==> src/rtl/cbe_pkg.sv <==
// ----------------------------------------------------------------------------
// cbe_pkg
// Shared constants, register indexes and types of the cubic Bezier easing core.
// ----------------------------------------------------------------------------
package cbe_pkg;

    // fixed-point format and bisection cap
    localparam int FRAC_BITS = 16;
    localparam int MAX_STEPS = 24;
    localparam int STEP_W    = $clog2(MAX_STEPS + 1);

    // field widths
    localparam int X_W   = FRAC_BITS + 1;      // unsigned 0..1 values
    localparam int T_W   = FRAC_BITS + 3;      // signed time and y fields
    localparam int Q_W   = FRAC_BITS + 1;      // truncated products, 0..1
    localparam int C_W   = T_W + 2;            // three times a control coordinate
    localparam int MUL_W = C_W + Q_W + 1;      // product of the shared multiplier
    localparam int BEZ_W = T_W + 5;            // curve value before masking
    localparam int DIFF_W = BEZ_W + 1;

    localparam logic [X_W-1:0] ONE = X_W'(1) << FRAC_BITS;

    // configuration port
    localparam int CFG_IDX_W  = 3;
    localparam int CFG_DATA_W = T_W;

    localparam logic [CFG_IDX_W-1:0] REG_CTRL1_X     = 3'd0;
    localparam logic [CFG_IDX_W-1:0] REG_CTRL1_Y     = 3'd1;
    localparam logic [CFG_IDX_W-1:0] REG_CTRL2_X     = 3'd2;
    localparam logic [CFG_IDX_W-1:0] REG_CTRL2_Y     = 3'd3;
    localparam logic [CFG_IDX_W-1:0] REG_ERROR_BOUND = 3'd4;

    // register reset values
    localparam logic [X_W-1:0]        RST_CTRL1_X     = X_W'(16384);
    localparam logic signed [T_W-1:0] RST_CTRL1_Y     = T_W'(0);
    localparam logic [X_W-1:0]        RST_CTRL2_X     = X_W'(49152);
    localparam logic signed [T_W-1:0] RST_CTRL2_Y     = T_W'(65536);
    localparam logic [X_W-1:0]        RST_ERROR_BOUND = X_W'(66);

    // request to the curve evaluator
    typedef struct packed {
        logic                    start;
        logic [X_W-1:0]          m;
        logic signed [C_W-1:0]   c1;
        logic signed [C_W-1:0]   c2;
    } t_bez_req;

    // answer from the curve evaluator
    typedef struct packed {
        logic                    done;
        logic signed [BEZ_W-1:0] res;
    } t_bez_rsp;

endpackage

==> src/rtl/cbe_if.sv <==
// ----------------------------------------------------------------------------
// cbe interfaces
// Valid/ready channels for time beats, result beats and register writes.
// ----------------------------------------------------------------------------
interface cbe_in_if;
    logic                               valid;
    logic                               ready;
    logic signed [cbe_pkg::T_W-1:0]     time_in;

    modport source (output valid, output time_in, input ready);
    modport sink   (input valid, input time_in, output ready);
endinterface

interface cbe_out_if;
    logic                               valid;
    logic                               ready;
    logic signed [cbe_pkg::T_W-1:0]     eased_value;
    logic                               out_of_range;

    modport source (output valid, output eased_value, output out_of_range, input ready);
    modport sink   (input valid, input eased_value, input out_of_range, output ready);
endinterface

interface cbe_cfg_if;
    logic                               valid;
    logic                               ready;
    logic [cbe_pkg::CFG_IDX_W-1:0]      index;
    logic [cbe_pkg::CFG_DATA_W-1:0]     data;

    modport source (output valid, output index, output data, input ready);
    modport sink   (input valid, input index, input data, output ready);
endinterface

==> src/rtl/cubic_bezier_easing_core.sv <==
// ----------------------------------------------------------------------------
// cubic_bezier_easing_core
// Cubic Bezier easing curve with end points (0,0) and (1,1), Q16 in and out.
//
// Each time beat is answered by one result beat. A time outside 0..1.0 gives
// 1.0 with out_of_range set. Otherwise the curve parameter is bisected on
// 0..1 until the x value lies within error_bound of the time, at most 24
// midpoints, and y is evaluated at the last midpoint. Every curve evaluation
// runs eight products through one shared multiplier. The input is not ready
// while an item is being worked on; a finished result waits in the output
// register and does not hold off the next time beat. The user must write
// registers over the configuration channel only while the core is idle; the
// core itself does not enforce this. Indexes past the list are ignored.
// ----------------------------------------------------------------------------
module cubic_bezier_easing_core (
    input  logic        i_clk,
    input  logic        i_rst_n,
    cbe_in_if.sink      i_in,
    cbe_out_if.source   o_out,
    cbe_cfg_if.sink     i_cfg
);

    typedef enum logic [2:0] {
        S_IDLE,
        S_MID,
        S_XWAIT,
        S_YWAIT,
        S_PUT
    } t_state;

    t_state                                 r_state;

    // configuration registers
    logic [cbe_pkg::X_W-1:0]                r_ctrl1_x;
    logic signed [cbe_pkg::T_W-1:0]         r_ctrl1_y;
    logic [cbe_pkg::X_W-1:0]                r_ctrl2_x;
    logic signed [cbe_pkg::T_W-1:0]         r_ctrl2_y;
    logic [cbe_pkg::X_W-1:0]                r_bound;

    // bisection state
    logic signed [cbe_pkg::T_W-1:0]         r_t;
    logic [cbe_pkg::X_W-1:0]                r_lo;
    logic [cbe_pkg::X_W-1:0]                r_hi;
    logic [cbe_pkg::X_W-1:0]                r_mid;
    logic [cbe_pkg::STEP_W-1:0]             r_step;

    // result waiting for the output register
    logic signed [cbe_pkg::T_W-1:0]         r_res_y;
    logic                                   r_res_oor;

    // output register
    logic                                   r_out_valid;
    logic signed [cbe_pkg::T_W-1:0]         r_y;
    logic                                   r_oor;

    cbe_pkg::t_bez_req                      w_req;
    cbe_pkg::t_bez_rsp                      w_rsp;

    logic [cbe_pkg::X_W:0]                  w_sum;
    logic [cbe_pkg::X_W-1:0]                w_mid;
    logic signed [cbe_pkg::C_W-1:0]         w_cx1;
    logic signed [cbe_pkg::C_W-1:0]         w_cx2;
    logic signed [cbe_pkg::C_W-1:0]         w_cy1;
    logic signed [cbe_pkg::C_W-1:0]         w_cy2;
    logic signed [cbe_pkg::DIFF_W-1:0]      w_diff;
    logic [cbe_pkg::DIFF_W-1:0]             w_dist;
    logic                                   w_found;
    logic                                   w_last;
    logic                                   w_t_bad;
    logic                                   w_in_beat;
    logic                                   w_put;

    cbe_bez u_bez (
        .i_clk   (i_clk),
        .i_rst_n (i_rst_n),
        .i_req   (w_req),
        .o_rsp   (w_rsp)
    );

    // handshakes
    assign i_cfg.ready = 1'b1;
    assign i_in.ready  = (r_state == S_IDLE);
    assign w_in_beat   = i_in.valid && (r_state == S_IDLE);
    assign w_put       = (r_state == S_PUT) && (!r_out_valid || o_out.ready);

    assign o_out.valid        = r_out_valid;
    assign o_out.eased_value  = r_y;
    assign o_out.out_of_range = r_oor;

    // time outside 0..1.0
    assign w_t_bad = i_in.time_in[cbe_pkg::T_W-1]
                     || (i_in.time_in > signed'(cbe_pkg::T_W'(cbe_pkg::ONE)));

    // midpoint, truncated
    assign w_sum = {1'b0, r_lo} + {1'b0, r_hi};
    assign w_mid = w_sum[cbe_pkg::X_W:1];

    // control coordinates times three
    assign w_cx1 = signed'(cbe_pkg::C_W'(r_ctrl1_x)) + (signed'(cbe_pkg::C_W'(r_ctrl1_x)) <<< 1);
    assign w_cx2 = signed'(cbe_pkg::C_W'(r_ctrl2_x)) + (signed'(cbe_pkg::C_W'(r_ctrl2_x)) <<< 1);
    assign w_cy1 = cbe_pkg::C_W'(r_ctrl1_y) + (cbe_pkg::C_W'(r_ctrl1_y) <<< 1);
    assign w_cy2 = cbe_pkg::C_W'(r_ctrl2_y) + (cbe_pkg::C_W'(r_ctrl2_y) <<< 1);

    // distance of the x estimate from the time
    assign w_diff  = cbe_pkg::DIFF_W'(w_rsp.res) - cbe_pkg::DIFF_W'(r_t);
    assign w_dist  = w_diff[cbe_pkg::DIFF_W-1] ? unsigned'(-w_diff) : unsigned'(w_diff);
    assign w_found = (w_dist <= cbe_pkg::DIFF_W'(r_bound));
    assign w_last  = (r_step == cbe_pkg::STEP_W'(cbe_pkg::MAX_STEPS));

    // evaluator requests: x at a new midpoint, or y at the final one
    always_comb begin
        w_req.start = 1'b0;
        w_req.m     = w_mid;
        w_req.c1    = w_cx1;
        w_req.c2    = w_cx2;
        case (r_state)
            S_MID: begin
                w_req.start = 1'b1;
            end
            S_XWAIT: begin
                w_req.m  = r_mid;
                w_req.c1 = w_cy1;
                w_req.c2 = w_cy2;
                if (w_rsp.done && (w_found || w_last)) begin
                    w_req.start = 1'b1;
                end
            end
            default: begin
                w_req.start = 1'b0;
            end
        endcase
    end

    // register writes
    always_ff @(posedge i_clk) begin
        if (!i_rst_n) begin
            r_ctrl1_x <= cbe_pkg::RST_CTRL1_X;
            r_ctrl1_y <= cbe_pkg::RST_CTRL1_Y;
            r_ctrl2_x <= cbe_pkg::RST_CTRL2_X;
            r_ctrl2_y <= cbe_pkg::RST_CTRL2_Y;
            r_bound   <= cbe_pkg::RST_ERROR_BOUND;
        end else if (i_cfg.valid) begin
            case (i_cfg.index)
                cbe_pkg::REG_CTRL1_X:     r_ctrl1_x <= i_cfg.data[cbe_pkg::X_W-1:0];
                cbe_pkg::REG_CTRL1_Y:     r_ctrl1_y <= signed'(i_cfg.data);
                cbe_pkg::REG_CTRL2_X:     r_ctrl2_x <= i_cfg.data[cbe_pkg::X_W-1:0];
                cbe_pkg::REG_CTRL2_Y:     r_ctrl2_y <= signed'(i_cfg.data);
                cbe_pkg::REG_ERROR_BOUND: r_bound   <= i_cfg.data[cbe_pkg::X_W-1:0];
                default: ;
            endcase
        end
    end

    // bisection sequencer and output register
    always_ff @(posedge i_clk) begin
        if (!i_rst_n) begin
            r_state     <= S_IDLE;
            r_out_valid <= 1'b0;
        end else begin
            if (o_out.ready && !w_put) begin
                r_out_valid <= 1'b0;
            end
            case (r_state)
                S_IDLE: begin
                    if (w_in_beat) begin
                        r_t    <= i_in.time_in;
                        r_lo   <= '0;
                        r_hi   <= cbe_pkg::ONE;
                        r_step <= '0;
                        if (w_t_bad) begin
                            r_res_y   <= signed'(cbe_pkg::T_W'(cbe_pkg::ONE));
                            r_res_oor <= 1'b1;
                            r_state   <= S_PUT;
                        end else begin
                            r_state <= S_MID;
                        end
                    end
                end
                S_MID: begin
                    r_mid   <= w_mid;
                    r_step  <= r_step + 1'b1;
                    r_state <= S_XWAIT;
                end
                S_XWAIT: begin
                    if (w_rsp.done) begin
                        if (w_found || w_last) begin
                            r_state <= S_YWAIT;
                        end else begin
                            if (w_diff[cbe_pkg::DIFF_W-1]) begin
                                r_lo <= r_mid;
                            end else begin
                                r_hi <= r_mid;
                            end
                            r_state <= S_MID;
                        end
                    end
                end
                S_YWAIT: begin
                    if (w_rsp.done) begin
                        r_res_y   <= w_rsp.res[cbe_pkg::T_W-1:0];
                        r_res_oor <= 1'b0;
                        r_state   <= S_PUT;
                    end
                end
                S_PUT: begin
                    if (w_put) begin
                        r_y         <= r_res_y;
                        r_oor       <= r_res_oor;
                        r_out_valid <= 1'b1;
                        r_state     <= S_IDLE;
                    end
                end
                default: r_state <= S_IDLE;
            endcase
        end
    end

endmodule

==> src/rtl/cbe_mul.sv <==
// ----------------------------------------------------------------------------
// cbe_mul
// Shared signed by unsigned multiplier with a registered product.
// ----------------------------------------------------------------------------
module cbe_mul (
    input  logic                                 i_clk,
    input  logic signed [cbe_pkg::C_W-1:0]       i_a,
    input  logic        [cbe_pkg::Q_W-1:0]       i_b,
    output logic signed [cbe_pkg::MUL_W-1:0]     o_p
);

    // one product per cycle, unsigned operand taken as positive
    always_ff @(posedge i_clk) begin
        o_p <= cbe_pkg::MUL_W'(i_a) * cbe_pkg::MUL_W'(signed'({1'b0, i_b}));
    end

endmodule

==> src/rtl/cbe_bez.sv <==
// ----------------------------------------------------------------------------
// cbe_bez
// Sequencer that evaluates c1*(1-m)^2*m + c2*(1-m)*m^2 + m^3 on the
// shared multiplier, one product issued per cycle.
// ----------------------------------------------------------------------------
module cbe_bez (
    input  logic                 i_clk,
    input  logic                 i_rst_n,
    input  cbe_pkg::t_bez_req    i_req,
    output cbe_pkg::t_bez_rsp    o_rsp
);

    // PH_UM..PH_B issue one product each and store the one issued before
    typedef enum logic [3:0] {
        PH_IDLE,
        PH_UU,
        PH_UM,
        PH_MM,
        PH_P1,
        PH_P2,
        PH_P3,
        PH_A,
        PH_B,
        PH_SUM,
        PH_RES
    } t_phase;

    t_phase                              r_ph;
    logic [cbe_pkg::X_W-1:0]             r_m;
    logic [cbe_pkg::X_W-1:0]             r_u;
    logic signed [cbe_pkg::C_W-1:0]      r_c1;
    logic signed [cbe_pkg::C_W-1:0]      r_c2;
    logic [cbe_pkg::Q_W-1:0]             r_uu;
    logic [cbe_pkg::Q_W-1:0]             r_um;
    logic [cbe_pkg::Q_W-1:0]             r_mm;
    logic [cbe_pkg::Q_W-1:0]             r_p1;
    logic [cbe_pkg::Q_W-1:0]             r_p2;
    logic [cbe_pkg::Q_W-1:0]             r_p3;
    logic signed [cbe_pkg::MUL_W-1:0]    r_acc;
    logic signed [cbe_pkg::BEZ_W-1:0]    r_res;
    logic                                r_done;

    logic signed [cbe_pkg::C_W-1:0]      w_a;
    logic [cbe_pkg::Q_W-1:0]             w_b;
    logic signed [cbe_pkg::MUL_W-1:0]    w_prod;
    logic [cbe_pkg::Q_W-1:0]             w_q;

    cbe_mul u_mul (
        .i_clk (i_clk),
        .i_a   (w_a),
        .i_b   (w_b),
        .o_p   (w_prod)
    );

    // product truncated back to the fraction format
    assign w_q = w_prod[cbe_pkg::FRAC_BITS +: cbe_pkg::Q_W];

    // operand selection per phase
    always_comb begin
        w_a = '0;
        w_b = '0;
        case (r_ph)
            PH_UU: begin
                w_a = signed'(cbe_pkg::C_W'(r_u));
                w_b = r_u;
            end
            PH_UM: begin
                w_a = signed'(cbe_pkg::C_W'(r_u));
                w_b = r_m;
            end
            PH_MM: begin
                w_a = signed'(cbe_pkg::C_W'(r_m));
                w_b = r_m;
            end
            PH_P1: begin
                w_a = signed'(cbe_pkg::C_W'(r_uu));
                w_b = r_m;
            end
            PH_P2: begin
                w_a = signed'(cbe_pkg::C_W'(r_um));
                w_b = r_m;
            end
            PH_P3: begin
                w_a = signed'(cbe_pkg::C_W'(r_mm));
                w_b = r_m;
            end
            PH_A: begin
                w_a = r_c1;
                w_b = r_p1;
            end
            PH_B: begin
                w_a = r_c2;
                w_b = r_p2;
            end
            default: begin
                w_a = '0;
                w_b = '0;
            end
        endcase
    end

    // phase sequencer and partial results
    always_ff @(posedge i_clk) begin
        if (!i_rst_n) begin
            r_ph   <= PH_IDLE;
            r_done <= 1'b0;
        end else begin
            r_done <= 1'b0;
            case (r_ph)
                PH_IDLE: begin
                    if (i_req.start) begin
                        r_m  <= i_req.m;
                        r_u  <= cbe_pkg::ONE - i_req.m;
                        r_c1 <= i_req.c1;
                        r_c2 <= i_req.c2;
                        r_ph <= PH_UU;
                    end
                end
                PH_UU:  r_ph <= PH_UM;
                PH_UM: begin
                    r_uu <= w_q;
                    r_ph <= PH_MM;
                end
                PH_MM: begin
                    r_um <= w_q;
                    r_ph <= PH_P1;
                end
                PH_P1: begin
                    r_mm <= w_q;
                    r_ph <= PH_P2;
                end
                PH_P2: begin
                    r_p1 <= w_q;
                    r_ph <= PH_P3;
                end
                PH_P3: begin
                    r_p2 <= w_q;
                    r_ph <= PH_A;
                end
                PH_A: begin
                    r_p3 <= w_q;
                    r_ph <= PH_B;
                end
                PH_B: begin
                    r_acc <= w_prod;
                    r_ph  <= PH_SUM;
                end
                PH_SUM: begin
                    r_acc <= r_acc + w_prod;
                    r_ph  <= PH_RES;
                end
                PH_RES: begin
                    // floor shift of the weighted sum, then the cube term
                    r_res  <= cbe_pkg::BEZ_W'(r_acc >>> cbe_pkg::FRAC_BITS)
                              + cbe_pkg::BEZ_W'(r_p3);
                    r_done <= 1'b1;
                    r_ph   <= PH_IDLE;
                end
                default: r_ph <= PH_IDLE;
            endcase
        end
    end

    assign o_rsp.done = r_done;
    assign o_rsp.res  = r_res;

endmodule

==> src/flat_wrapper.sv <==
// flat-port wrapper written by rule: the top's interface ports become plain ports
module cubic_bezier_easing_core_flat 
  (i_clk, i_rst_n, i_in_valid, i_in_time_in, i_in_ready, o_out_valid, o_out_eased_value, o_out_out_of_range, o_out_ready, i_cfg_valid, i_cfg_index, i_cfg_data, i_cfg_ready);
  cbe_in_if i_in_i ();
  cbe_out_if o_out_i ();
  cbe_cfg_if i_cfg_i ();
  input  logic i_clk;
  input  logic i_rst_n;
  input wire logic [$bits(i_in_i.valid)-1:0] i_in_valid;
  input wire logic [$bits(i_in_i.time_in)-1:0] i_in_time_in;
  output wire logic [$bits(i_in_i.ready)-1:0] i_in_ready;
  output wire logic [$bits(o_out_i.valid)-1:0] o_out_valid;
  output wire logic [$bits(o_out_i.eased_value)-1:0] o_out_eased_value;
  output wire logic [$bits(o_out_i.out_of_range)-1:0] o_out_out_of_range;
  input wire logic [$bits(o_out_i.ready)-1:0] o_out_ready;
  input wire logic [$bits(i_cfg_i.valid)-1:0] i_cfg_valid;
  input wire logic [$bits(i_cfg_i.index)-1:0] i_cfg_index;
  input wire logic [$bits(i_cfg_i.data)-1:0] i_cfg_data;
  output wire logic [$bits(i_cfg_i.ready)-1:0] i_cfg_ready;
  assign i_in_i.valid = i_in_valid;
  assign i_in_i.time_in = i_in_time_in;
  assign i_in_ready = i_in_i.ready;
  assign o_out_valid = o_out_i.valid;
  assign o_out_eased_value = o_out_i.eased_value;
  assign o_out_out_of_range = o_out_i.out_of_range;
  assign o_out_i.ready = o_out_ready;
  assign i_cfg_i.valid = i_cfg_valid;
  assign i_cfg_i.index = i_cfg_index;
  assign i_cfg_i.data = i_cfg_data;
  assign i_cfg_ready = i_cfg_i.ready;
  cubic_bezier_easing_core u_core (.i_clk(i_clk), .i_rst_n(i_rst_n), .i_in(i_in_i), .o_out(o_out_i), .i_cfg(i_cfg_i));
endmodule
==> config.mk <==
export PLATFORM = sky130hd
export DESIGN_NAME = cubic_bezier_easing_core_flat
export DESIGN_NICKNAME = d
export VERILOG_FILES = /design/src/rtl/cbe_pkg.sv /design/src/rtl/cbe_if.sv /design/src/rtl/cubic_bezier_easing_core.sv /design/src/rtl/cbe_mul.sv /design/src/rtl/cbe_bez.sv /design/src/flat_wrapper.sv
export SDC_FILE = /design/constraint.sdc
export NUM_CORES = 2
export LEC_CHECK = 0
export BUFFER_PORTS_ARGS = -buffer_cell sky130_fd_sc_hd__buf_2
export CORE_ASPECT_RATIO = 0.6
export CORE_MARGIN = 8
export CORE_UTILIZATION = 40
export CTS_BUF_LIST = sky130_fd_sc_hd__clkbuf_8
export DETAILED_ROUTE_END_ITERATION = 16
export GPL_TIMING_DRIVEN = 0
export HOLD_SLACK_MARGIN = 0.15
export PLACE_DENSITY = 0.67
export SLEW_MARGIN = 20
export SYNTH_ARGS = -nofsm -noshare
export SYNTH_HDL_FRONTEND = slang
export SYNTH_HIERARCHICAL = 1
export SYNTH_SLANG_ARGS = --single-unit
export TNS_END_PERCENT = 50
==> constraint.sdc <==
create_clock -name i_clk -period 7.6 [get_ports i_clk]
set_clock_uncertainty 0.05 [all_clocks]
set_input_delay 1.14 -clock i_clk [delete_from_list [all_inputs] [get_ports i_clk]]
set_output_delay 1.14 -clock i_clk [all_outputs]
set_load 0.03 [all_outputs]
==> results.toml <==
[status]
status = "finished with violations"
violations = "negative setup slack"

[clocking]
clockBufferDepth = 3
cts_buffers = 71
cts_tree = "yes"
clock_latency_ps = 700
cts.sinks = 492
htree_levels = 3
cts_root_buf = "clkbuf_8"
clk_pin_slew_ps = 70
cts_hold_buf = 0

[synthesis]
synthArstFlopShare = 0
yosys_warnings = 6
ys.flop_type = "edfxtp_1"
synth-edff-count = 355
syn-cell-area_um2 = 40700
ys_seq_area_frac = 0.329
syn_avg_cell_area_um2 = 9.65
ys_types = 107
syn_inst = 4220
ys_ff_latch = 492
synth_nets = 4914

[global_route]
grt_pass1_vias = 30891
grt_pass1_wl_mm = 194
grt_use_total = 0.222
grt_max_degree = 58
overflow = 0
antenna_found_initial = 4

[power]
vdd_drop_max_uv = 103
power.total_uw = 5910
p_per_area_nw_per_um2 = 126
leakagePower_uw = 0.0204

[floorplan]
num_rows = 90
num_io_pins = 69
die_area_um2 = 113000
core_area_um2 = 101000
initial_utilization = 0.404
die_h_um = 263
die_w_um = 428

[timing]
worst_slew_pin_slew_ps = 1120
relSlewSlack = 0.250
post-route-min-period_ps = 7670
hold_ws_ps = 367
rsz0062_at_grt = "yes"
max_freq_mhz = 130
drv_slew = 0
setup_viol = 2
hold_viol = 0
worst_slack_ps = -69.5
fin_crit_sh = 1.01

[detailed_routing]
ant_nets = 0
drt_iter0_markers = 4146
wl_per_cell_um = 22.2
num_vias = 32996
wl_mm = 130
viasPerCell = 5.62
remaining_drc_errors = 0
firstDrtPassIters = 8

[worst_setup_path]
path_max_fanout = 6
crit_path_frequent_cell = "fa_1"
crit_slowest_cell = "fa_2"
critPathMaxStageDelay_ps = 610
ff2ff_setup_slack_ps = -70
crit_path_end_kind = "flip-flop"
arrival_ps = 8150
critical_path_required_ps = 8080
crit-reg2reg-launch = "u_core/u_bez/r_ph[1]"
critical_path_class = "flip-flop to flip-flop"
worstSetupStartpoint = "u_core/u_bez/r_ph[1]"
cp-start-kind = "flip-flop"

[final_layout]
regArea_um2 = 13400
filler_cell_count = 9259
drive_gt1_frac = 0.139
utilization = 0.466
multi_input_area_um2 = 25400
syn2layout_area_growth_pct = 15.4
finalNonFillerCells = 5868
n_antenna_cell = 0
fin_nets = 5172

[placement]
gp_congestion = 0.995
place_inst = 5641
port_buffers = 66
dpl.hpwl_mm = 101
dp_worst_setup_slack_ps = -2680

[job]
cap_violations = 0

[min_path]
hp-class = "flip-flop to flip-flop"
worstHoldStart = "u_core/r_res_y[10]"
-- power by group --
group | leakage, µW | internal (µW) | total, µW | switching, µW
logic | 0.0152 | 233 | 659 | 426
clock network | 0.000835 | 1190 | 2310 | 1120
registers | 0.00439 | 2920 | 2950 | 25.6
-- critical path, delay by kind of cell (launching register included) --
family | cells | cell delay [ps]
AO/OA/AOI/OAI | 4 | 1100
adder cells (fa/ha/maj) | 7 | 3200
buffers and inverters | 10 | 1230
flip-flops | 1 | 410
AND/OR/NAND/NOR | 9 | 1500
-- routing by layer --
metal	GRT usage	wire, µm	vias up	share of wire
met5	0	0	-	0
met4	0.0357	1870	0	0.014
met3	0.0947	20500	156	0.16
met2	0.272	46500	1942	0.36
met1	0.354	61500	16105	0.47
li1	-	-	14793	-
-- cells by family after synthesis --
kind of cell             after synthesis  synth area share
AO/OA/AOI/OAI                        807             0.131
XOR/XNOR                             187            0.0402
adder cells (fa/ha/maj)              648             0.266
buffers and inverters                755            0.0708
flip-flops                           492             0.329
multiplexers                          30           0.00786
other                                  1         0.0000921
AND/OR/NAND/NOR                     1300             0.155
-- flip-flops by register name, summed over array words and instances (netlist names), 16 cells and up --
register                  count
u_core/o_out.eased_value     19
u_core/r_bound               17
u_core/r_ctrl1_x             17
u_core/r_ctrl1_y             19
u_core/r_ctrl2_x             17
u_core/r_ctrl2_y             19
u_core/r_hi                  17
u_core/r_lo                  17
u_core/r_mid                 17
u_core/r_res_y               19
u_core/r_t                   19
u_core/u_bez/r_acc           39
u_core/u_bez/r_c1            21
u_core/u_bez/r_c2            21
u_core/u_bez/r_m             17
u_core/u_bez/r_mm            17
u_core/u_bez/r_p1            17
u_core/u_bez/r_p2            17
u_core/u_bez/r_p3            17
u_core/u_bez/r_res           24
u_core/u_bez/r_u             16
u_core/u_bez/r_um            17
u_core/u_bez/r_uu            17
u_core/u_bez/u_mul/o_p       39
-- synthesized netlist by cell type, types with 61 or more instances --
cell type / n / area, µm²
a21o_1: 81 / 608
a21oi_1: 259 / 1300
and2_1: 197 / 1230
clkbuf_1: 136 / 510
dfxtp_1: 137 / 2740
edfxtp_1: 355 / 10700
fa_1: 364 / 7290
ha_1: 284 / 3550
inv_1: 580 / 2180
nand2_1: 579 / 2170
nand3_1: 61 / 305
nor2_1: 166 / 623
o21ai_0: 142 / 711
xnor2_1: 119 / 1040
xor2_1: 68 / 596
-- final timing paths --
path,to,cells past startpoint
hold / removal,u_core/o_out.eased_value[10],0
setup / recovery,u_core/u_bez/u_mul/o_p[35],30
setup reg to reg,u_core/u_bez/u_mul/o_p[35],30
hold reg to reg,u_core/o_out.eased_value[10],0
-- cells in the final DEF, fill, tap and decap left out, types with 28 or more instances in the layout --
cell type and count:
a21oi_1 252, nand3_1 60, or3_1 33, ha_1 265
clkbuf_1 64, and3_1 35, a21o_1 81, edfxtp_1 355
fa_1 338, buf_2 75, xor2_1 67, inv_1 582
nor2_1 155, xnor2_1 115, dfxtp_1 133, buf_4 109
a211oi_1 28, and2_1 193, nor3_1 47, clkbuf_8 113
nand2_1 564, o21ai_0 128
-- what timing repair did --
item	4_1_cts	5_1_grt
gates cloned	3	1
resized for setup	375	75
endpoints found under the setup margin	85	72
pin swaps	88	66
setup buffers	93	9
-- stage by stage --
stage          area [µm²]  setup TNS (ps)
3_5_place_dp        43100          -41830
6_report            47000            -108
5_1_grt             47000           -1100
4_1_cts             46700           -65.0
2_1_floorplan       40800               0
3_3_place_gp        42700         -168390
-- final cells by class --
cell class,count,area share
Multi-Input combinational cell,2973,0.541
Sequential cell,492,0.285
Inverter,582,0.0471
Tap cell,1334,0.0355
Timing Repair Buffer,193,0.0314
Buffer,165,0.0281
Clock buffer,78,0.0228
Clock inverter,51,0.00862
(Power assumes the default switching activity.)
